## src/rtl/dvrt_pkg.sv

```systemverilog
// ----------------------------------------------------------------------------
// dvrt_pkg
// types and constants of the distance vector route table
// ----------------------------------------------------------------------------
package dvrt_pkg;

    localparam int DEFAULT_TABLE_DEPTH = 8;
    localparam logic [15:0] COST_INF = 16'hFFFF;

    // command codes
    typedef enum logic [2:0] {
        CMD_LOAD     = 3'd0,
        CMD_SET_LINK = 3'd1,
        CMD_RELAX    = 3'd2,
        CMD_READ     = 3'd3,
        CMD_NBR_DOWN = 3'd4
    } t_cmd;

    // request class seen by the controller
    typedef enum logic [1:0] {
        KIND_LOAD,
        KIND_READ,
        KIND_SEARCH,
        KIND_FAIL
    } t_kind;

    typedef enum logic [2:0] {
        ST_IDLE,
        ST_DECODE,
        ST_READ_WAIT,
        ST_SCAN,
        ST_CHECK,
        ST_UPDATE,
        ST_DONE
    } t_state;

    // one stored table entry
    typedef struct packed {
        logic [15:0] router;
        logic [15:0] cost;
        logic [15:0] link_cost;
        logic [15:0] hop_id;
        logic        is_nbr;
    } t_entry;

    localparam int ENTRY_W = $bits(t_entry);

    // one response
    typedef struct packed {
        logic [15:0] entry_id;
        logic [15:0] hop_id;
        logic [15:0] cost;
        logic        nbr;
        logic        changed;
        logic        status;
    } t_result;

    // controller to datapath
    typedef struct packed {
        logic capture;
        logic load;
        logic rd_slot;
        logic read_res;
        logic fail;
        logic sweep_start;
        logic sweep_upd;
        logic sweep_step;
        logic out_load;
    } t_dp_cmd;

    // datapath to controller
    typedef struct packed {
        t_kind kind;
        logic  sweep_done;
        logic  first_found;
    } t_dp_stat;

endpackage

```

## src/rtl/dvrt_ram.sv

```systemverilog
// ----------------------------------------------------------------------------
// dvrt_ram
// simple dual port ram, one write and one registered read per cycle
// ----------------------------------------------------------------------------
module dvrt_ram #(
    parameter int WIDTH = dvrt_pkg::ENTRY_W,
    parameter int DEPTH = dvrt_pkg::DEFAULT_TABLE_DEPTH
) (
    input  logic                     i_clk,
    input  logic                     i_we,
    input  logic [$clog2(DEPTH)-1:0] i_waddr,
    input  logic [WIDTH-1:0]         i_wdata,
    input  logic [$clog2(DEPTH)-1:0] i_raddr,
    output logic [WIDTH-1:0]         o_rdata
);
    logic [WIDTH-1:0] r_mem [DEPTH];
    logic [WIDTH-1:0] r_rdata;

    // write port
    always_ff @(posedge i_clk) begin
        if (i_we) begin
            r_mem[i_waddr] <= i_wdata;
        end
    end

    // registered read port
    always_ff @(posedge i_clk) begin
        r_rdata <= r_mem[i_raddr];
    end

    assign o_rdata = r_rdata;

endmodule

```

## src/rtl/dvrt_ctrl.sv

```systemverilog
// ----------------------------------------------------------------------------
// dvrt_ctrl
// request sequencer: decode, table sweeps and response handoff
// ----------------------------------------------------------------------------
module dvrt_ctrl (
    input  logic               i_clk,
    input  logic               i_rst_n,
    input  logic               i_valid,
    output logic               o_ready,
    output logic               o_valid,
    input  logic               i_ready,
    input  dvrt_pkg::t_dp_stat i_stat,
    output dvrt_pkg::t_dp_cmd  o_ctl
);
    import dvrt_pkg::*;

    t_state r_state;
    t_state n_state;
    logic   r_out_valid;
    logic   out_free;

    assign out_free = !r_out_valid || i_ready;

    // state register and output valid
    always_ff @(posedge i_clk) begin
        if (!i_rst_n) begin
            r_state     <= ST_IDLE;
            r_out_valid <= 1'b0;
        end else begin
            r_state <= n_state;
            if (o_ctl.out_load) begin
                r_out_valid <= 1'b1;
            end else if (i_ready) begin
                r_out_valid <= 1'b0;
            end
        end
    end

    // next state
    always_comb begin
        n_state = r_state;
        unique case (r_state)
            ST_IDLE: begin
                if (i_valid) n_state = ST_DECODE;
            end
            ST_DECODE: begin
                unique case (i_stat.kind)
                    KIND_LOAD:   n_state = ST_DONE;
                    KIND_READ:   n_state = ST_READ_WAIT;
                    KIND_SEARCH: n_state = ST_SCAN;
                    KIND_FAIL:   n_state = ST_DONE;
                endcase
            end
            ST_READ_WAIT: n_state = ST_DONE;
            ST_SCAN: begin
                if (i_stat.sweep_done) n_state = ST_CHECK;
            end
            ST_CHECK: begin
                n_state = i_stat.first_found ? ST_UPDATE : ST_DONE;
            end
            ST_UPDATE: begin
                if (i_stat.sweep_done) n_state = ST_DONE;
            end
            ST_DONE: begin
                if (out_free) n_state = ST_IDLE;
            end
            default: n_state = ST_IDLE;
        endcase
    end

    // datapath commands
    always_comb begin
        o_ctl   = '0;
        o_ready = 1'b0;
        unique case (r_state)
            ST_IDLE: begin
                o_ready     = 1'b1;
                o_ctl.capture = i_valid;
            end
            ST_DECODE: begin
                unique case (i_stat.kind)
                    KIND_LOAD:   o_ctl.load = 1'b1;
                    KIND_READ:   o_ctl.rd_slot = 1'b1;
                    KIND_SEARCH: o_ctl.sweep_start = 1'b1;
                    KIND_FAIL:   o_ctl.fail = 1'b1;
                endcase
            end
            ST_READ_WAIT: o_ctl.read_res = 1'b1;
            ST_SCAN:      o_ctl.sweep_step = 1'b1;
            ST_CHECK: begin
                if (i_stat.first_found) begin
                    o_ctl.sweep_start = 1'b1;
                    o_ctl.sweep_upd   = 1'b1;
                end else begin
                    o_ctl.fail = 1'b1;
                end
            end
            ST_UPDATE:    o_ctl.sweep_step = 1'b1;
            ST_DONE:      o_ctl.out_load = out_free;
            default: ;
        endcase
    end

    assign o_valid = r_out_valid;

endmodule

```

## src/rtl/dvrt_dp.sv

```systemverilog
// ----------------------------------------------------------------------------
// dvrt_dp
// route table datapath: entry ram, valid bits, sweep counter, relax math
// ----------------------------------------------------------------------------
module dvrt_dp #(
    parameter int TABLE_DEPTH = dvrt_pkg::DEFAULT_TABLE_DEPTH
) (
    input  logic               i_clk,
    input  logic               i_rst_n,
    input  dvrt_pkg::t_dp_cmd  i_ctl,
    output dvrt_pkg::t_dp_stat o_stat,
    input  logic [2:0]         i_cmd,
    input  logic [2:0]         i_slot,
    input  logic [15:0]        i_node_id,
    input  logic [15:0]        i_peer_id,
    input  logic [15:0]        i_cost_in,
    input  logic               i_clear_first,
    output logic [15:0]        o_entry_id,
    output logic [15:0]        o_hop_id,
    output logic [15:0]        o_cost_out,
    output logic               o_neighbour,
    output logic               o_changed,
    output logic               o_status
);
    import dvrt_pkg::*;

    localparam int IW = $clog2(TABLE_DEPTH);
    localparam int CW = $clog2(TABLE_DEPTH + 1);
    localparam logic [IW-1:0] LAST_IDX = IW'(TABLE_DEPTH - 1);
    localparam logic [CW-1:0] CNT_END  = CW'(TABLE_DEPTH);

    // captured request
    t_cmd        r_cmd;
    logic [2:0]  r_slot;
    logic [15:0] r_rid;
    logic [15:0] r_peer;
    logic [15:0] r_cost;
    logic        r_clear;

    // table state
    logic [TABLE_DEPTH-1:0] r_valid;
    logic [TABLE_DEPTH-1:0] n_valid;
    logic [15:0]            r_own;

    // sweep state
    logic [CW-1:0] r_cnt;
    logic          r_pend;
    logic [IW-1:0] r_pend_idx;
    logic          r_upd;
    logic          r_first_found;
    logic [IW-1:0] r_first_idx;
    logic          r_peer_found;
    logic [15:0]   r_peer_link;
    logic [15:0]   r_sum;
    logic          r_relax_ok;

    t_result r_res;
    t_result r_out;

    // ram ports
    logic                ram_we;
    logic [IW-1:0]       ram_waddr;
    logic [ENTRY_W-1:0]  ram_wdata;
    logic [IW-1:0]       ram_raddr;
    logic [ENTRY_W-1:0]  ram_rdata;

    logic          slot_ok;
    logic [IW-1:0] slot_idx;
    t_entry        load_entry;
    t_entry        rd_entry;
    t_entry        upd_entry;
    logic          upd_ch;
    logic          match_rid;
    logic          match_peer;
    logic [16:0]   sum_full;
    logic [15:0]   sum_sat;
    t_kind         kind;

    assign slot_ok  = ({29'd0, r_slot} < 32'(TABLE_DEPTH));
    assign slot_idx = IW'(r_slot);
    assign rd_entry = t_entry'(ram_rdata);

    // entry written by a load
    always_comb begin
        load_entry.router    = r_rid;
        load_entry.cost      = r_cost;
        load_entry.link_cost = r_cost;
        if (r_cost == 16'd0) begin
            load_entry.hop_id = r_rid;
            load_entry.is_nbr = 1'b0;
        end else if (r_cost == COST_INF) begin
            load_entry.hop_id = COST_INF;
            load_entry.is_nbr = 1'b0;
        end else begin
            load_entry.hop_id = r_rid;
            load_entry.is_nbr = 1'b1;
        end
    end

    // valid bits after a load
    always_comb begin
        n_valid = r_valid;
        if (r_clear) n_valid = '0;
        n_valid[slot_idx] = 1'b1;
    end

    // request decoder
    always_comb begin
        unique case (r_cmd) inside
            CMD_LOAD: kind = slot_ok ? KIND_LOAD : KIND_FAIL;
            CMD_READ: kind = (slot_ok && r_valid[slot_idx]) ? KIND_READ : KIND_FAIL;
            CMD_SET_LINK, CMD_RELAX, CMD_NBR_DOWN: kind = KIND_SEARCH;
            default: kind = KIND_FAIL;
        endcase
    end

    // id compare on the entry coming out of the ram
    assign match_rid  = r_pend && r_valid[r_pend_idx] && (rd_entry.router == r_rid);
    assign match_peer = r_pend && r_valid[r_pend_idx] && (rd_entry.router == r_peer);

    // saturating path cost through the peer
    assign sum_full = {1'b0, r_peer_link} + {1'b0, r_cost};
    assign sum_sat  = sum_full[16] ? COST_INF : sum_full[15:0];

    // per entry update
    always_comb begin
        upd_entry = rd_entry;
        upd_ch    = 1'b0;
        case (r_cmd)
            CMD_SET_LINK: begin
                upd_ch = (rd_entry.cost != r_cost) || (rd_entry.link_cost != r_cost);
                upd_entry.cost      = r_cost;
                upd_entry.link_cost = r_cost;
            end
            CMD_NBR_DOWN: begin
                upd_ch = (rd_entry.cost != COST_INF) || rd_entry.is_nbr;
                upd_entry.cost   = COST_INF;
                upd_entry.is_nbr = 1'b0;
            end
            CMD_RELAX: begin
                if (r_relax_ok && (rd_entry.cost > r_cost) && (r_sum < rd_entry.cost)) begin
                    upd_ch = 1'b1;
                    upd_entry.cost   = r_sum;
                    upd_entry.hop_id = r_peer;
                end
            end
            default: ;
        endcase
    end

    // ram address and write selection
    assign ram_we    = i_ctl.load || (i_ctl.sweep_step && r_upd && match_rid);
    assign ram_waddr = i_ctl.load ? slot_idx : r_pend_idx;
    assign ram_wdata = i_ctl.load ? ENTRY_W'(load_entry) : ENTRY_W'(upd_entry);
    assign ram_raddr = i_ctl.rd_slot ? slot_idx : r_cnt[IW-1:0];

    dvrt_ram #(
        .WIDTH (ENTRY_W),
        .DEPTH (TABLE_DEPTH)
    ) u_ram (
        .i_clk   (i_clk),
        .i_we    (ram_we),
        .i_waddr (ram_waddr),
        .i_wdata (ram_wdata),
        .i_raddr (ram_raddr),
        .o_rdata (ram_rdata)
    );

    // control state: valid bits, own id, sweep counter and flags
    always_ff @(posedge i_clk) begin
        if (!i_rst_n) begin
            r_valid       <= '0;
            r_own         <= '0;
            r_cnt         <= '0;
            r_pend        <= 1'b0;
            r_pend_idx    <= '0;
            r_upd         <= 1'b0;
            r_first_found <= 1'b0;
            r_peer_found  <= 1'b0;
        end else begin
            if (i_ctl.load) begin
                r_valid <= n_valid;
                if (r_cost == 16'd0) r_own <= r_rid;
            end
            if (i_ctl.sweep_start) begin
                r_cnt  <= '0;
                r_pend <= 1'b0;
                r_upd  <= i_ctl.sweep_upd;
                if (!i_ctl.sweep_upd) begin
                    r_first_found <= 1'b0;
                    r_peer_found  <= 1'b0;
                end
            end else if (i_ctl.sweep_step) begin
                if (r_cnt < CNT_END) begin
                    r_cnt      <= r_cnt + 1'b1;
                    r_pend     <= 1'b1;
                    r_pend_idx <= r_cnt[IW-1:0];
                end else begin
                    r_pend <= 1'b0;
                end
                if (!r_upd && match_rid) r_first_found <= 1'b1;
                if (!r_upd && match_peer) r_peer_found <= 1'b1;
            end
        end
    end

    // payload registers
    always_ff @(posedge i_clk) begin
        if (i_ctl.capture) begin
            r_cmd   <= t_cmd'(i_cmd);
            r_slot  <= i_slot;
            r_rid   <= i_node_id;
            r_peer  <= i_peer_id;
            r_cost  <= i_cost_in;
            r_clear <= i_clear_first;
        end
        // lowest matching slots during the search sweep
        if (i_ctl.sweep_step && !r_upd) begin
            if (match_rid && !r_first_found) r_first_idx <= r_pend_idx;
            if (match_peer && !r_peer_found) r_peer_link <= rd_entry.link_cost;
        end
        if (i_ctl.sweep_start && i_ctl.sweep_upd) begin
            r_sum      <= sum_sat;
            r_relax_ok <= (r_rid != r_peer) && (r_rid != r_own) && r_peer_found;
        end
        // response assembly
        if (i_ctl.load) begin
            r_res <= '{entry_id: load_entry.router, hop_id: load_entry.hop_id,
                       cost: load_entry.cost, nbr: load_entry.is_nbr,
                       changed: 1'b1, status: 1'b0};
        end else if (i_ctl.read_res) begin
            r_res <= '{entry_id: rd_entry.router, hop_id: rd_entry.hop_id,
                       cost: rd_entry.cost, nbr: rd_entry.is_nbr,
                       changed: 1'b0, status: 1'b0};
        end else if (i_ctl.fail) begin
            r_res <= '{entry_id: 16'd0, hop_id: 16'd0, cost: 16'd0, nbr: 1'b0,
                       changed: 1'b0, status: 1'b1};
        end else if (i_ctl.sweep_step && r_upd && r_pend && (r_pend_idx == r_first_idx)) begin
            r_res <= '{entry_id: upd_entry.router, hop_id: upd_entry.hop_id,
                       cost: upd_entry.cost, nbr: upd_entry.is_nbr,
                       changed: upd_ch, status: 1'b0};
        end
        if (i_ctl.out_load) r_out <= r_res;
    end

    assign o_stat.kind        = kind;
    assign o_stat.sweep_done  = r_pend && (r_pend_idx == LAST_IDX);
    assign o_stat.first_found = r_first_found;

    assign o_entry_id  = r_out.entry_id;
    assign o_hop_id    = r_out.hop_id;
    assign o_cost_out  = r_out.cost;
    assign o_neighbour = r_out.nbr;
    assign o_changed   = r_out.changed;
    assign o_status    = r_out.status;

endmodule

```

## src/rtl/distance_vector_route_table_unit.sv

```systemverilog
// ----------------------------------------------------------------------------
// distance_vector_route_table_unit
// distance vector routing table with load, link cost, relax, read and
// neighbour down requests
// ----------------------------------------------------------------------------
// Requests enter on i_valid/o_ready and every request gives one response on
// o_valid/i_ready. One request is in work at a time; o_ready is high only
// while the sequencer is idle, also while an earlier response still waits.
// After acceptance the sequencer decodes the request; a load or a request
// that fails at decode then goes to the done state, a slot read waits for
// the registered ram read, and set link cost, relax and neighbour down
// sweep the table. The response is loaded into the output register from the
// done state, and the sequencer then returns to idle. Searches walk the
// entry ram one entry per cycle over its single read port: a search pass
// finds the lowest matching slot and the peer link cost, and when a valid
// entry matches, an update pass rewrites every matching entry. Entry fields
// live in ram; valid bits and the own router id are flops cleared by reset,
// so the table is empty right after reset with no clearing pass. A stalled
// receiver holds the response in the output register; the next request may
// be accepted meanwhile, and its response waits in the result register while
// the sequencer holds in its done state until the output register frees up.
// ----------------------------------------------------------------------------
module distance_vector_route_table_unit #(
    parameter int TABLE_DEPTH = dvrt_pkg::DEFAULT_TABLE_DEPTH
) (
    input  logic        i_clk,
    input  logic        i_rst_n,
    input  logic        i_valid,
    output logic        o_ready,
    input  logic [2:0]  i_cmd,
    input  logic [2:0]  i_slot,
    input  logic [15:0] i_node_id,
    input  logic [15:0] i_peer_id,
    input  logic [15:0] i_cost_in,
    input  logic        i_clear_first,
    output logic        o_valid,
    input  logic        i_ready,
    output logic [15:0] o_entry_id,
    output logic [15:0] o_hop_id,
    output logic [15:0] o_cost_out,
    output logic        o_neighbour,
    output logic        o_changed,
    output logic        o_status
);
    import dvrt_pkg::*;

    t_dp_cmd  ctl;
    t_dp_stat stat;

    // sequencer
    dvrt_ctrl u_ctrl (
        .i_clk   (i_clk),
        .i_rst_n (i_rst_n),
        .i_valid (i_valid),
        .o_ready (o_ready),
        .o_valid (o_valid),
        .i_ready (i_ready),
        .i_stat  (stat),
        .o_ctl   (ctl)
    );

    // table datapath
    dvrt_dp #(
        .TABLE_DEPTH (TABLE_DEPTH)
    ) u_dp (
        .i_clk         (i_clk),
        .i_rst_n       (i_rst_n),
        .i_ctl         (ctl),
        .o_stat        (stat),
        .i_cmd         (i_cmd),
        .i_slot        (i_slot),
        .i_node_id     (i_node_id),
        .i_peer_id     (i_peer_id),
        .i_cost_in     (i_cost_in),
        .i_clear_first (i_clear_first),
        .o_entry_id    (o_entry_id),
        .o_hop_id      (o_hop_id),
        .o_cost_out    (o_cost_out),
        .o_neighbour   (o_neighbour),
        .o_changed     (o_changed),
        .o_status      (o_status)
    );

endmodule

```

## config.mk

```make
export PLATFORM = sky130hd
export DESIGN_NAME = distance_vector_route_table_unit
export DESIGN_NICKNAME = d
export VERILOG_FILES = /design/src/rtl/dvrt_pkg.sv /design/src/rtl/dvrt_ram.sv /design/src/rtl/dvrt_ctrl.sv /design/src/rtl/dvrt_dp.sv /design/src/rtl/distance_vector_route_table_unit.sv
export SDC_FILE = /design/constraint.sdc
export NUM_CORES = 1
export LEC_CHECK = 0
export ABC_CLOCK_PERIOD_IN_PS = 9220
export BUFFER_PORTS_ARGS = -buffer_cell sky130_fd_sc_hd__buf_4
export CORE_MARGIN = 2
export CORE_UTILIZATION = 35
export DETAILED_ROUTE_END_ITERATION = 10
export HOLD_SLACK_MARGIN = 0.08
export PLACE_DENSITY = 0.48
export SYNTH_ARGS = -nofsm -noshare
export SYNTH_HDL_FRONTEND = slang
export SYNTH_SLANG_ARGS = --single-unit
```

## constraint.sdc

```tcl
create_clock -name i_clk -period 9.22 [get_ports i_clk]
set_clock_uncertainty 0.1 [all_clocks]
set_input_delay 1.844 -clock i_clk [delete_from_list [all_inputs] [get_ports i_clk]]
set_output_delay 1.844 -clock i_clk [all_outputs]
set_load 0.01 [all_outputs]
```

==> out/metrics.cfg <==
[synth]
yosysWarnings=0
yosys.area_share.adder_pct=1.96
synth_top_cell_by_area=edfxtp_1
yosys.area_share.simple_pct=6.57
synthMuxAreaShare_pct=11.8
ys_async_sr_fraction_pct=0
synthDistinctLibCells=62
yosys-top-cells-area=edfxtp_1 64%, mux4_2 9.0%, dfxtp_1 6.3%
synth-edff-count=711
synth_ff_type=edfxtp_1
yosysMostFrequentCell=edfxtp_1
syn_area_per_cell_sq_um=16.1
yosysSeqAreaShare_pct=69.8
synth_xor_area_share_pct=2.53
syn-num-nets=2203
synth-seq-cells=817
synth_cells=2092
synth_area_sq_um=33600
synth_compound_area_share_pct=5.29
synth_top_family_by_area=multiplexers
synth_top_cell_area_share_pct=63.5
synthTopCellsByCount=711 x edfxtp_1, 194 x nand2_1, 134 x mux4_2, 106 x dfxtp_1

[worst_setup_path]
path_cells=mux4_2, mux2i_1, nor2_1, nor2_1, or2_2, inv_1, ha_1, and2_4, buf_4, or3_1, o21ai_4, buf_4, buf_4
endpoint_kind=flop
slowest_delay_ps=610
setup.worst_path.class=reg2reg
cp_num_buf_inv=4
crit_path_start_kind=flop
r2r_end=u_dp.u_ram.r_mem[1][56]
arrival_ps=5550
crit_family=buffers and inverters
worstPathRequired_ps=9390
reg2regPathDepth=13
cp_max_fo=57
slowest_stage=edfxtp_1
critPathLaunch=u_dp.r_slot[1]
r2r_slack_ps=3840
path_common_cell=buf_4
reg2reg_from=u_dp.r_slot[1]

[cts]
cts_sinks=817
postCtsSetupRepairBufs=0
root_buffer=clkbuf_16
cts_buffers=89
clock_path_buffers=3
clk_latency_ps=650
hold_buffers=0
clkTransAtPathRegs_ps=60
post_cts_resized=0
htreeDepth=3
cts_tree=built

[global_route]
grt_antenna_before_repair=0
grt_pass1_vias=19000
grtUsageTotal_pct=18.1
grt_pass1_wl_microns=131000
grt_overflow_total=0
grt_max_degree=107

[sta]
worst_pin_slew_ps=1160
drv_slew=0
period_share_pct=58.3
fmax_mhz=186
fin_crit_ps=5380
setup_viol=0
relSlewSlack_pct=22.6
rsz0062_at_grt=false
setup_ws_ps=3840
setup-tns-final_ps=0
hold_violations=0

[placement]
port_buffers=111
hpwl_microns=57100
dp.cells=3389
pre_cts_ws_ps=3780
place_congestion=0.880

[worst_hold_path]
whs_path_depth=0
holdPathEnd=u_dp.o_cost_out[1]
hp-class=reg2reg
min_from=u_dp.r_res[4]

[floorplan]
placementRows=113
start_util_pct=35.3
core_sq_um=95200
dieWidth_microns=314
die_y_microns=314
num_io_pins=112
dieArea_sq_um=98600

[drt]
routedWlPerCell_microns=25.1
dr.pass1.iters=5
drt_iter0_markers=2017
via_per_inst=5.27
drc=0
num_vias=18800
wl_microns=89200
ant_nets=0

[pwr]
power_uw=10900
power.leakage_uw=0.0132
p_per_area_nw_per_um2=279
ir_drop_v=0.000164

[cells_and_area]
fill_cells=8569
layout-drive-gt1-share_pct=22.2
stdcell_count=3556
final_nets=2326
diodes=0
area_delta_synth_final_pct=16.1

[flow_run]
cap_violations=0

[outcome]
outcome=complete, no violations

## worst max-delay path by stage
stage,depth (start not counted),slack (ps),end
floorplan,13,1510,u_dp.u_ram.r_mem[0][0]
detailed placement,13,3780,u_dp.u_ram.r_mem[0][62]
global placement,12,3760,u_dp.u_ram.r_mem[6][62]
CTS,13,3770,u_dp.u_ram.r_mem[0][3]
finish,13,3840,u_dp.u_ram.r_mem[1][56]
global route,12,3550,u_dp.u_ram.r_mem[6][24]
## state kept, by name, summed over array words and instances, names as in the netlist, 3 cells and up
name	count
u_dp.u_ram.r_mem	520
u_dp.u_ram.o_rdata	65
u_dp.r_res	51
u_dp.o_cost_out	16
u_dp.o_entry_id	16
u_dp.o_hop_id	16
u_dp.r_cost	16
u_dp.r_own	16
u_dp.r_peer	16
u_dp.r_peer_link	16
u_dp.r_rid	16
u_dp.r_sum	16
u_dp.r_valid	8
u_dp.r_cnt	4
u_ctrl.r_state	3
u_dp.r_cmd	3
u_dp.r_first_idx	3
u_dp.r_pend_idx	3
u_dp.r_slot	3
## cell usage in the layout (no fill, tap or decap), types with 22 or more instances in the layout
cell,n
nand2_1,192
mux4_2,134
dfxtp_1,106
buf_4,148
a21oi_1,79
xnor2_1,88
nand4_1,36
clkbuf_16,91
nor2_1,50
inv_1,41
o21ai_0,56
ha_1,51
edfxtp_1,711
nand3_1,83
clkbuf_1,22
mux2_2,65
nor2b_1,25
## worst register-to-register path, stage by stage, from the launching register on
cell and delay [ps]:
edfxtp_1 610, mux4_2 560, mux2i_1 290, nor2_1 80, nor2_1 80, or2_2 130
inv_1 60, ha_1 210, and2_4 280, buf_4 410, or3_1 500, o21ai_4 580
buf_4 460, buf_4 620
## layout make-up
cell class / count / area (sq um) / share of cell area [%]
multi-input cells: 1115 / 9650 / 24.7
well taps: 1265 / 1580 / 4.06
flip-flops and latches: 817 / 23500 / 60.1
inverters: 42 / 158 / 0.404
clock inverters: 47 / 561 / 1.44
clock buffers: 120 / 2460 / 6.29
repair buffers: 150 / 1150 / 2.95
## kinds of logic after synthesis
| kind of cell | after synthesis |
|---|---|
| AND/OR/NAND/NOR | 464 |
| XOR/XNOR | 97 |
| adder cells (fa/ha/maj) | 52 |
| buffers and inverters | 160 |
| flip-flops | 817 |
| AO/OA/AOI/OAI | 282 |
| multiplexers | 220 |
## power by group
| part | internal [uW] | switching, uW | total, uW | leakage, uW |
|---|---|---|---|---|
| registers | 4720 | 378 | 5100 | 0.00732 |
| clock network | 2190 | 1450 | 3630 | 0.00147 |
| logic | 783 | 1380 | 2170 | 0.00438 |
## metal layers
metal / global-route usage, % / share of wire (%) / up-vias
met5: 0 / 0 / -
met4: 4.39 / 1.4 / 0
met2: 28.9 / 48 / 563
met1: 26.2 / 46 / 9738
li1: - / - / 8390
met3: 2.46 / 5.2 / 63
## stage by stage
stage                     area (sq um)  util (%)  hold slack (ps)
after global routing             39000      41.0              314
final                            39000      41.0              310
after global placement           36000      37.9              302
after CTS                        39000      41.0              306
after detailed placement         36000      37.9              305
after floorplan                  33600         -              300
(Power assumes the default switching activity.)
